[config.mk]
export PLATFORM = sky130hd
export DESIGN_NAME = aopf_cell
export DESIGN_NICKNAME = d
export VERILOG_FILES = /design/src/aabb_overlap_pair_finder_macros.svh /design/src/aopf_pkg.sv /design/src/aopf_cell.sv
export SDC_FILE = /design/constraint.sdc
export NUM_CORES = 1
export LEC_CHECK = 0
export ABC_AREA = 1
export ABC_CLOCK_PERIOD_IN_PS = 5330
export BUFFER_PORTS_ARGS = -buffer_cell sky130_fd_sc_hd__clkbuf_2
export CAP_MARGIN = 10
export CORE_AREA = 2 2 239 241
export CTS_BUF_LIST = sky130_fd_sc_hd__clkbuf_2 sky130_fd_sc_hd__clkbuf_4 sky130_fd_sc_hd__clkbuf_8
export DETAILED_ROUTE_END_ITERATION = 6
export DIE_AREA = 0 0 241 243
export HOLD_SLACK_MARGIN = 0.05
export PLACE_DENSITY_LB_ADDON = 0.1
export SLEW_MARGIN = 10
export SYNTH_ARGS = -nofsm -noshare
export SYNTH_HDL_FRONTEND = slang
export SYNTH_SLANG_ARGS = --single-unit
[constraint.sdc]
create_clock -name clk -period 5.33 [get_ports clk]
set_clock_uncertainty 0.05 [all_clocks]
set_input_delay 1.066 -clock clk [delete_from_list [all_inputs] [get_ports clk]]
set_output_delay 1.066 -clock clk [all_outputs]
set_load 0.01 [all_outputs]
[src/aabb_overlap_pair_finder_macros.svh]
// Assertion macros for the overlap pair finder
`ifndef AABB_OVERLAP_PAIR_FINDER_MACROS_SVH
`define AABB_OVERLAP_PAIR_FINDER_MACROS_SVH

// Check a property on every rising clock edge outside reset
`define AOPF_ASSERT(label, prop, msg) \
    label: assert property (@(posedge clk) disable iff (!rst_n) (prop)) else $error(msg);

// Check an implication on every rising clock edge outside reset
`define AOPF_ASSERT_IMP(label, ante, cons, msg) \
    label: assert property (@(posedge clk) disable iff (!rst_n) (ante) |-> (cons)) \
        else $error(msg);

`endif

[src/aopf_pkg.sv]
// ---------------------------------------------------------------------------
// aopf_pkg
// Shared constants and types for the overlap pair finder.
// ---------------------------------------------------------------------------
package aopf_pkg;

    localparam int MAX_BOXES_DEF   = 64;
    localparam int COORD_WIDTH_DEF = 32;
    localparam int ID_W            = 16;
    localparam int IN_W            = 32;
    localparam int MASK_W          = 64;

    typedef enum logic [1:0] {
        ST_LOAD,
        ST_SWEEP,
        ST_EMIT
    } aopf_state_t;

    // Control from the sequencer to the cell row
    typedef struct packed {
        logic load;      // store incoming box into the next free cell
        logic clear;     // drop all cells at end of run
        logic rotate;    // shift the probe token one cell along
        logic probe_ld;  // load probe ring from the stored boxes
    } aopf_ctrl_t;

endpackage

[src/aopf_cell.sv]
// ---------------------------------------------------------------------------
// aopf_cell
// One slot of the box row: holds a box, compares it with the probe box
// passing by and hands the probe on to its neighbour.
// ---------------------------------------------------------------------------
module aopf_cell #(
    parameter int CW = 32
) (
    input  logic                      clk,
    input  logic                      rst_n,
    input  aopf_pkg::aopf_ctrl_t      ctrl,
    input  logic                      sel,       // this cell takes the load
    input  logic [aopf_pkg::ID_W-1:0] in_id,
    input  logic [6*CW-1:0]           in_box,
    input  logic [6*CW-1:0]           probe_in,  // from previous cell
    input  logic                      pvalid_in,
    output logic [6*CW-1:0]           probe_out,
    output logic                      pvalid_out,
    output logic [aopf_pkg::ID_W-1:0] id_out,
    output logic                      hit        // probe overlaps stored box
);
    import aopf_pkg::*;

    logic [ID_W-1:0]  id_reg;
    logic [6*CW-1:0]  box_reg;
    logic             valid_reg;
    logic [6*CW-1:0]  probe_reg;
    logic             pvalid_reg;

    // Box field order: min x, min y, min z, max x, max y, max z (low first)
    function automatic logic signed [CW-1:0] fld(input logic [6*CW-1:0] b, input int k);
        fld = b[k*CW +: CW];
    endfunction

    // Stored box
    always_ff @(posedge clk or negedge rst_n)
    begin
        if (!rst_n)
        begin
            valid_reg <= 1'b0;
        end
        else if (ctrl.clear)
        begin
            valid_reg <= 1'b0;
        end
        else if (ctrl.load && sel)
        begin
            valid_reg <= 1'b1;
        end
    end

    always_ff @(posedge clk)
    begin
        if (ctrl.load && sel)
        begin
            id_reg  <= in_id;
            box_reg <= in_box;
        end
    end

    // Probe ring stage; the box loaded with the probe load goes straight in
    always_ff @(posedge clk or negedge rst_n)
    begin
        if (!rst_n)
        begin
            pvalid_reg <= 1'b0;
        end
        else if (ctrl.probe_ld)
        begin
            pvalid_reg <= valid_reg || (ctrl.load && sel);
        end
        else if (ctrl.rotate)
        begin
            pvalid_reg <= pvalid_in;
        end
    end

    always_ff @(posedge clk)
    begin
        if (ctrl.probe_ld)
        begin
            probe_reg <= (ctrl.load && sel) ? in_box : box_reg;
        end
        else if (ctrl.rotate)
        begin
            probe_reg <= probe_in;
        end
    end

    // Overlap test: x inclusive, y and z strict
    always_comb
    begin
        hit = valid_reg && pvalid_reg
            && (fld(box_reg, 0) <= fld(probe_reg, 3)) && (fld(probe_reg, 0) <= fld(box_reg, 3))
            && (fld(box_reg, 1) <  fld(probe_reg, 4)) && (fld(probe_reg, 1) <  fld(box_reg, 4))
            && (fld(box_reg, 2) <  fld(probe_reg, 5)) && (fld(probe_reg, 2) <  fld(box_reg, 5));
    end

    assign probe_out  = probe_reg;
    assign pvalid_out = pvalid_reg;
    assign id_out     = id_reg;

endmodule

==> results of run 1 <==
-- area by class of cell --
| type | instances | area (um^2) |
|---|---|---|
| tap | 756 | 946 |
| fill | 5762 | 31100 |
| sequential | 402 | 10100 |
| multi-input combinational | 1531 | 8110 |
| inverter | 229 | 870 |
| clock inverter | 20 | 156 |
| timing repair buffer | 626 | 3220 |
| clock buffer | 117 | 1440 |
| antenna | 4 | 10.0 |
-- logic make-up (layout without fill, tap and decap cells) --
group	count (synthesis)	in the layout
flip-flops	402	402
AO/OA/AOI/OAI	325	325
other	0	4
AND/OR/NAND/NOR	1018	1018
buffers and inverters	313	992
adder cells (fa/ha/maj)	188	188
-- where the power goes --
part / leakage, uW / total [uW] / switching, uW / internal, uW
Combinational: 0.00808 / 1780 / 1090 / 691
Sequential: 0.00377 / 3860 / 194 / 3670
Clock: 0.000833 / 3190 / 1380 / 1820
-- layer usage --
layer  up-vias  routed length, um  GRT usage, %
met5         -                145             0
li1       8694                  -             -
met3       133               5250          6.77
met1      8108              28600          27.6
met2       514              32000          37.6
met4        22               1760          7.66
-- layout by cell type, fill, tap and decap left out, drive strengths merged, types with 2 or more instances in the layout --
cell,netlist,routed
a211oi,2,2
a21o,5,5
a21oi,90,90
a31oi,96,96
buf,39,10
bufinv,0,2
clkbuf,45,733
clkinv,0,12
clkinvlp,0,5
dfrtp,2,2
dfxtp,192,192
diode,0,4
edfxtp,208,208
ha,188,188
inv,229,230
nand2,825,825
nand3,25,25
nand4,18,18
nor2,137,137
nor3,8,8
nor4,3,3
o211ai,6,6
o21a,6,6
o21ai,117,117
o221ai,2,2
-- worst paths after layout --
check / endpoint / slack (ps)
hold reg to reg: box_reg[24]$_DFF_P_ / 430
min in group clk: box_reg[24]$_DFF_P_ / 430
hold / removal: valid_reg$_DFFE_PN0P_ / 150
max in group asynchronous: pvalid_out$_DFFE_PN0P_ / 4990
setup reg to reg: probe_out[109]$_DFFE_PP_ / 4270
setup / recovery: hit / 1200
-- through the flow --
stage | instances | total power [uW] | cell area [um^2] | hold slack [ps]
after global routing | 3684 | 9360 | 24900 | 108
after floorplan | 2246 | 4950 | 19400 | 390
after CTS | 3681 | 8950 | 24900 | 77.0
final | 3685 | 8840 | 24900 | 149
after global placement | 3544 | 5700 | 23300 | 412
after detailed placement | 3544 | 5720 | 23300 | 417
==> reports/metrics.cfg, run 1 <==
[outcome]
outcome=complete, no violations

[timing]
fin_crit_ps=4130
max_slew_margin_pct=33.5
hold_viol=0
post-route-period-util_pct=77.5
fmax_mhz=242
rsz0062_at_grt=no
finalSetupTns_ps=0
tightestPinTransition_ps=998
fin_ws_ps=1200
slew_violations=0
setup_viol=0

[clocking]
postCtsSetupBuffers=0
cts_tree=built
cts_hold_buf=0
ctsResizeCount=0
root_buffer=clkbuf_8
clk_pin_slew_ps=60
htreeDepth=3
numCtsBuffers=75
clock_latency_ps=640
cts.sinks=402
clockBufferDepth=3

[critical_path]
max_stage_delay_ps=410
reg2reg_from=box_reg[109]$_DFF_P_
critPathArrivalTime_ps=3010
critPathTopFamily=simple AND/OR/NAND/NOR gates
startpoint=probe_out[127]$_DFFE_PP_
path_buf_inv=2
worst_setup_path_end_kind=primary output
setup.worst_path.start_class=register
crit_path_cell_trace=inv_1 -> ha_1 -> nand2_1 -> nor2_1 -> nand2_1 -> nor2_2 -> nand2_1 -> nand2_1 -> nand2_1 -> nand3_1 -> nand2_1 -> nor2_1 -> nand4_1 -> nor2_1 -> clkbuf_2
crit_fanout=4
cp_data_required_time_ps=4210
cpMaxStageDelayCell=ha_1
r2r.worst_path.cells=4
critical_path_depth=15
crit_type=register to primary output
cpMostUsedCell=nand2_1

[floorplan]
initial_core_util_pct=34.7
die_area_mm2=0.0586
fp.coreArea_mm2=0.0560
die_height_um=243
pin_count=618
fp-row-count=87
die_x_um=241

[placement]
dp_slack_ps=1690
port_buffers=617
routabilityCongestion=0.859
dp_hpwl_um=51000

[synth]
synth-adder-area-share_pct=12.1
yosysMostFrequentCell=nand2_1
synth_top_area_share_pct=32.1
syn_area_mm2=0.0194
synth_top_family_by_area=simple AND/OR/NAND/NOR gates
syn_inst=2246
synthArstFlopShare_pct=0.498
synthDistinctLibCells=30
netlist_top_cells_area=edfxtp_1 (32%), dfxtp_1 (20%), nand2_1 (16%)
synthFlopType=edfxtp_1
synthSimpleGateAreaFrac_pct=20.2
synth_compound_area_share_pct=9.29
avgSynthCellArea_um2=8.66
syn_nets=2842
synth_area_leader_cell=edfxtp_1
ys_ff_latch=402
yosysSeqAreaShare_pct=52.2
synth_warnings=0
synth_mux_area_share_pct=0
synthTopCellsByCount=nand2_1 (824), inv_1 (228), edfxtp_1 (208)
synth-edff-count=208
synth_xor_area_share_pct=0

[job]
max_cap_viol_count=0

[global_route]
grt_pass1_vias=17700
antenna_found_initial=16
grt-ovfl-total=0
grt_max_degree=144
grt_pass1_wl_um=100000
grt_use_total_pct=22.6

[route]
via_per_inst=4.74
first_iter_violations=763
drt-pass1-iter-count=5
routed-via-count=17500
drc=0
wl_per_cell_um=18.4
ant_nets=0
drt_wl_total_um=67800

[pwr]
ir_worst_vdd_uv=181
p_leak_uw=0.0127
powerDensity_mw_per_mm2=355

[final_layout]
nNetsFinal=3461
final_util_pct=44.5
areaGrowthSynthToFinish_pct=28.0
layout-drive-gt1-share_pct=26.1

[min_path]
hold_path.class=input pin to asynchronous set/reset pin

(Power assumes the default switching activity.)
==> run 2, diff against run 1 <==
--- a/config.mk
+++ b/config.mk
@@ -6,7 +6,7 @@
 export NUM_CORES = 1
 export LEC_CHECK = 0
 export ABC_AREA = 1
-export ABC_CLOCK_PERIOD_IN_PS = 5330
+export ABC_CLOCK_PERIOD_IN_PS = 4100
 export BUFFER_PORTS_ARGS = -buffer_cell sky130_fd_sc_hd__clkbuf_2
 export CAP_MARGIN = 10
 export CORE_AREA = 2 2 239 241
==> constraint.sdc (replaced) <==
create_clock -name clk -period 4.1 [get_ports clk]
set_clock_uncertainty 0.05 [all_clocks]
set_input_delay 0.82 -clock clk [delete_from_list [all_inputs] [get_ports clk]]
set_output_delay 0.82 -clock clk [all_outputs]
set_load 0.01 [all_outputs]
==> run 2 against run 1 <==
  * Final cell count rose by 0.33%
  * Total power rose by 29%
  * Highest routed layer unchanged
  * Sequential share of layout area fell by 0.057 points
  * Global-route usage rose by 0.41 points
  * Worst setup slack got worse by 870 ps
  * Critical path depth fell by 3
==> reports/metrics.cfg, run 2 (same netlist as run 1, synthesis figures left out) <==
[outcome]
outcome=complete, no violations

[placement]
port_buffers=617  ; unchanged
dp_slack_ps=818  ; -873 ps
routabilityCongestion=0.860  ; +0.14%
dp_hpwl_um=52800  ; +3.4%
postPlaceCellArea_mm2=0.0233  ; +0.19%
dp.cells=3550  ; +0.17%

[route]
drt-pass1-iter-count=5  ; unchanged
met3_length_um=5610  ; +6.9%
drt-met1-wl_um=28600  ; -0.18%
wl_per_cell_um=18.6  ; +0.98%
via_per_inst=4.75  ; +0.10%
ant_nets=0  ; unchanged
highest_layer=met5
first_iter_violations=801  ; +5.0%
drc=0  ; unchanged
route.met2.wl_um=32500  ; +1.4%
routed-via-count=17500  ; +0.43%
drt_wl_total_um=68700  ; +1.3%

[clocking]
numCtsBuffers=75  ; unchanged
cts.sinks=402  ; unchanged
root_buffer=clkbuf_8
clockBufferDepth=3  ; unchanged
htreeDepth=3  ; unchanged
clk_pin_slew_ps=60  ; about the same
cts_tree=built
clock_latency_ps=630  ; about the same

[global_route]
grt_pass1_vias=17800  ; +0.64%
grt_use_total_pct=23.0  ; +0.41 points
antenna_found_initial=20  ; +4
grt_max_degree=129  ; -10%
grt-ovfl-total=0  ; unchanged
grt_pass1_wl_um=102000  ; +1.5%

[timing]
fmax_mhz=265
rsz0062_at_grt=no
fin_crit_ps=3770
setup_viol=0  ; unchanged
slew_violations=0  ; unchanged
fin_ws_ps=329  ; -873 ps
hold_viol=0  ; unchanged
max_slew_margin_pct=45.7  ; +12 points
finalSetupTns_ps=0  ; unchanged
tightestPinTransition_ps=815  ; -183 ps
post-route-period-util_pct=92.0

[final_layout]
mostFrequentLayoutCell=nand2_1
layout-drive-gt1-share_pct=26.3  ; +0.27 points
final_cells=3697  ; +0.33%
nNetsFinal=3468  ; +0.20%
final_util_pct=44.6  ; +0.063 points
final_cell_mix=nand2_1 (822), clkbuf_2 (616), inv_1 (227), edfxtp_1 (208), dfxtp_1 (192)
areaGrowthSynthToFinish_pct=28.2
fin_area_mm2=0.0249  ; +0.14%

[floorplan]
initial_core_util_pct=34.7  ; unchanged
fp.coreArea_mm2=0.0560  ; unchanged
fp-row-count=87  ; unchanged
die_height_um=243  ; unchanged
pin_count=618  ; unchanged
die_area_mm2=0.0586  ; unchanged
die_x_um=241  ; unchanged

[job]
max_cap_viol_count=0  ; unchanged

[pwr]
internal_power_uw=7960  ; +29%
p_clk_share_pct=35.6  ; -0.5 points
power_frac_seq_pct=44.0  ; +0.3 points
ir_worst_vdd_uv=221  ; +23%
combPwrFrac_pct=20.4  ; +0.3 points
powerDensity_mw_per_mm2=458  ; +29%
p_sw_share_pct=30.3  ; +0.25 points
p_leak_uw=0.0127  ; +0.26%
power_switching_uw=3460  ; +30%

[critical_path]
r2r_slack_ps=2960  ; -1310 ps
crit_fanout=2  ; -2
worst_setup_path_end_kind=primary output
setup.worst_path.start_class=register
cp-endpoint=hit
reg2reg_from=box_reg[100]$_DFF_P_
startpoint=probe_out[23]$_DFFE_PP_
cp_data_required_time_ps=3230  ; -980 ps
crit_type=register to primary output
critPathArrivalTime_ps=2900  ; -110 ps
r2r.worst_path.cells=4  ; unchanged
worstReg2RegEnd=probe_out[100]$_DFFE_PP_

[min_path]
hold_path.class=input pin to register

## run 2: cell types whose count changed in the layout (fill, tap and decap cells not counted), moves of 2 or more
cell        change
clkbuf_4        +7
buf_4           +6
diode_2         +4
bufinv_16       -2
clkinv_1        -2
clkinvlp_4      -2
## run 2: routing by layer
layer	up-vias	track usage, %
met5	-	0
met4	24	8.37
met3	138	6.95
met2	529	37.7
met1	8151	28.3
li1	8704	-
## run 2: through the flow
| step | hold slack, ps | total power, uW |
|---|---|---|
| global placement | 408 | 7420 |
| floorplan | 390 | 6430 |
| global route | 249 | 12100 |
| CTS | 212 | 11600 |
| detailed placement | 416 | 7460 |
| finish | 280 | 11400 |
## run 2: worst min path at each step
| stage | startpoint | end | slack [ps] | depth (start not counted) |
|---|---|---|---|---|
| 6_report | ctrl[2] | valid_reg$_DFFE_PN0P_ | 280 | 2 |
| 5_1_grt | ctrl[2] | valid_reg$_DFFE_PN0P_ | 250 | 2 |
| 4_1_cts | ctrl[2] | valid_reg$_DFFE_PN0P_ | 210 | 2 |
| 3_5_place_dp | box_reg[32]$_DFF_P_ | box_reg[32]$_DFF_P_ | 420 | 2 |
| 3_3_place_gp | box_reg[32]$_DFF_P_ | box_reg[32]$_DFF_P_ | 410 | 2 |
| 2_1_floorplan | box_reg[32]$_DFF_P_ | box_reg[32]$_DFF_P_ | 390 | 2 |
## run 2: what timing repair did
| action | in CTS | in global routing |
|---|---|---|
| endpoints found under the setup margin | 0 | 1 |
| resized for setup | 0 | 1 |
| buffers inserted | 0 | 0 |
| endpoints found under the hold margin | 2 | 0 |
| hold buffers | 1 | 0 |
## run 2: final cells by class
| class | instances | area [um^2] |
|---|---|---|
| clock buffer | 123 | 1480 |
| inverter | 229 | 870 |
| tap | 756 | 946 |
| fill | 5769 | 31000 |
| clock inverter | 15 | 85.1 |
| sequential | 402 | 10100 |
| timing repair buffer | 633 | 3270 |
| multi-input combinational | 1531 | 8120 |
| antenna | 8 | 20.0 |
## run 2: critical path, stage by stage, from the launching register on
cell and delay [ps]:
edfxtp_1 400, ha_1 320, a21oi_1 170, o21a_1 170
nand2_1 80, a21oi_1 230, nand3_1 110, nor2_1 100
nor2_1 60, nor2_2 230, nand4_1 110, nor2_1 110
clkbuf_2 170
## run 2: power by group through the flow
stage          Clock [uW]  Sequential [uW]  Combinational (uW)
6_report             4070             5030                2330
5_1_grt              4350             5080                2670
4_1_cts              4190             5030                2360
3_5_place_dp            0             5110                2350
3_3_place_gp            0             5100                2320
2_1_floorplan           0             5140                1290
==> run 3, diff against run 2 <==
--- a/config.mk
+++ b/config.mk
@@ -14,6 +14,7 @@
 export DETAILED_ROUTE_END_ITERATION = 6
 export DIE_AREA = 0 0 241 243
 export HOLD_SLACK_MARGIN = 0.05
+export MAX_ROUTING_LAYER = met4
 export PLACE_DENSITY_LB_ADDON = 0.1
 export SLEW_MARGIN = 10
 export SYNTH_ARGS = -nofsm -noshare
==> run 3 against run 2 <==
  * Worst setup slack better by 0.83 ps
  * First-iteration DRC count is 8.0% higher
  * Sequential cell count stayed put
  * Worst hold slack worse by 4.8 ps
  * Total power hardly changed
  * Final cell count is 0.32% higher
  * Maximum frequency hardly changed
  * Register-to-register slack better by 20 ps
  * Combinational power hardly changed
  * Sequential power hardly changed
  * Critical path type unchanged
  * Critical endpoint unchanged
  * Largest cell class unchanged
==> reports/metrics.cfg, run 3 (same netlist as run 1, synthesis figures left out) <==
[global_route]
grt_pass1_wl_um=102000  ; about the same
grt_use_total_pct=23.7  ; +0.68 points
grt_max_degree=129  ; unchanged
antenna_found_initial=20  ; unchanged
grt-ovfl-total=0  ; unchanged
grt_pass1_vias=17900  ; +0.15%

[critical_path]
cp_data_required_time_ps=3230  ; about the same
worst_setup_path_end_kind=primary output
cpMaxStageDelayCell=edfxtp_1
crit_type=register to primary output
setup.worst_path.start_class=register
critPathArrivalTime_ps=2900  ; about the same
max_stage_delay_ps=400  ; about the same
crit_path_cell_trace=ha_1 -> a21oi_1 -> o21a_1 -> nand2_1 -> a21oi_1 -> nand3_1 -> nor2_1 -> nor2_1 -> nor2_2 -> nand4_1 -> nor2_1 -> clkbuf_2
crit_fanout=2  ; unchanged
cpMostUsedCell=nor2_1

[final_layout]
areaGrowthSynthToFinish_pct=28.4
nNetsFinal=3468  ; unchanged
layout-drive-gt1-share_pct=26.3  ; unchanged
final_cell_mix=nand2_1 (822), clkbuf_2 (616), inv_1 (227), edfxtp_1 (208), dfxtp_1 (192)
mostFrequentLayoutCell=nand2_1

[route]
drt-pass1-iter-count=5  ; unchanged
drt_wl_total_um=68700  ; about the same
ant_nets=0  ; unchanged
routed-via-count=17500  ; -0.12%
first_iter_violations=865  ; +8.0%
drc=0  ; unchanged
wl_per_cell_um=18.5  ; -0.26%
via_per_inst=4.72  ; -0.44%

[floorplan]
die_area_mm2=0.0586  ; unchanged
pin_count=618  ; unchanged
fp.coreArea_mm2=0.0560  ; unchanged
die_height_um=243  ; unchanged
die_x_um=241  ; unchanged
initial_core_util_pct=34.7  ; unchanged
fp-row-count=87  ; unchanged

[placement]
dp_hpwl_um=52800  ; unchanged
port_buffers=617  ; unchanged
routabilityCongestion=0.874  ; +1.6%

[pwr]
ir_worst_vdd_uv=222  ; about the same
powerDensity_mw_per_mm2=458  ; -0.13%
power.total_uw=11400  ; about the same
p_leak_uw=0.0127  ; about the same

[job]
max_cap_viol_count=0  ; unchanged

[timing]
fin_crit_ps=3770  ; -0.830 ps
rsz0062_at_grt=no
max_slew_margin_pct=45.3  ; -0.40 points
setup_viol=0  ; unchanged
finalSetupTns_ps=0  ; unchanged
slew_violations=0  ; unchanged
fmax_mhz=265  ; about the same
tightestPinTransition_ps=821  ; +5.93 ps
post-route-period-util_pct=92.0  ; about the same
hold_viol=0  ; unchanged

[min_path]
hold_path.class=input pin to register

[clocking]
cts_tree=built
clockBufferDepth=3  ; unchanged
htreeDepth=3  ; unchanged
numCtsBuffers=75  ; unchanged
postCtsSetupBuffers=0  ; unchanged
clk_pin_slew_ps=60  ; about the same
cts.sinks=402  ; unchanged
root_buffer=clkbuf_8
clock_latency_ps=630  ; about the same

[outcome]
outcome=complete, no violations

-- run 3: cell count changes in the layout (fill, tap and decap cells not counted) --
cell     change
diode_2     +12
-- run 3: worst max-delay path: cells and delay by family (launching register included) --
| family | cells | cell delay, ps |
|---|---|---|
| buffers and inverters | 1 | 170 |
| adder cells (fa/ha/maj) | 1 | 320 |
| AO/OA/AOI/OAI | 3 | 570 |
| AND/OR/NAND/NOR | 7 | 800 |
| flip-flops | 1 | 400 |
-- run 3: final timing paths --
| path | slack (ps) | endpoint | from | cells past startpoint |
|---|---|---|---|---|
| max in group asynchronous | 3440 | pvalid_out$_DFFE_PN0P_ | rst_n | 2 |
| worst min-delay path | 280 | valid_reg$_DFFE_PN0P_ | ctrl[2] | 2 |
| min in group asynchronous | 460 | valid_reg$_DFFE_PN0P_ | rst_n | 2 |
| worst max register to register | 2980 | probe_out[100]$_DFFE_PP_ | box_reg[100]$_DFF_P_ | 4 |
| worst max-delay path | 330 | hit | probe_out[23]$_DFFE_PP_ | 12 |
| worst min register to register | 430 | box_reg[32]$_DFF_P_ | box_reg[32]$_DFF_P_ | 2 |
-- run 3: repair_timing --
item,4_1_cts,5_1_grt
gates resized for setup,0,1
endpoints found under the hold margin,2,0
setup endpoints to repair,0,1
hold buffers,1,0
-- run 3: through the flow --
step	setup slack [ps]	hold slack (ps)	area (um^2)	cells	util (%)
after CTS	76.9	212	24900	3689	44.5
after floorplan	995	390	19400	2246	-
after detailed placement	818	416	23300	3550	41.7
final	330	276	25000	3709	44.6
after global routing	63.6	249	25000	3709	44.6
after global placement	870	408	23300	3550	41.7
-- run 3: metal layers --
metal	vias up	GRT usage, %	wire length (um)
met5	-	-	0
met4	0	8.35	1850
met2	543	37.7	32400
li1	8724	-	-
met1	8143	28.5	28800
met3	115	6.74	5710
-- run 3: cell type report --
class	instances	area (um^2)
Timing Repair Buffer	633	3270
Fill cell	5769	31000
Clock buffer	123	1480
Tap cell	756	946
Inverter	229	870
Sequential cell	402	10100
Multi-Input combinational cell	1531	8120
Antenna cell	20	50.0
Clock inverter	15	85.1
-- run 3: power by group --
part	internal, uW	switching [uW]	total (uW)	leakage [uW]
combinational	905	1420	2330	0.00811
clock	2280	1780	4070	0.000833
sequential	4770	258	5030	0.00377
total	7960	3460	11400	0.0127
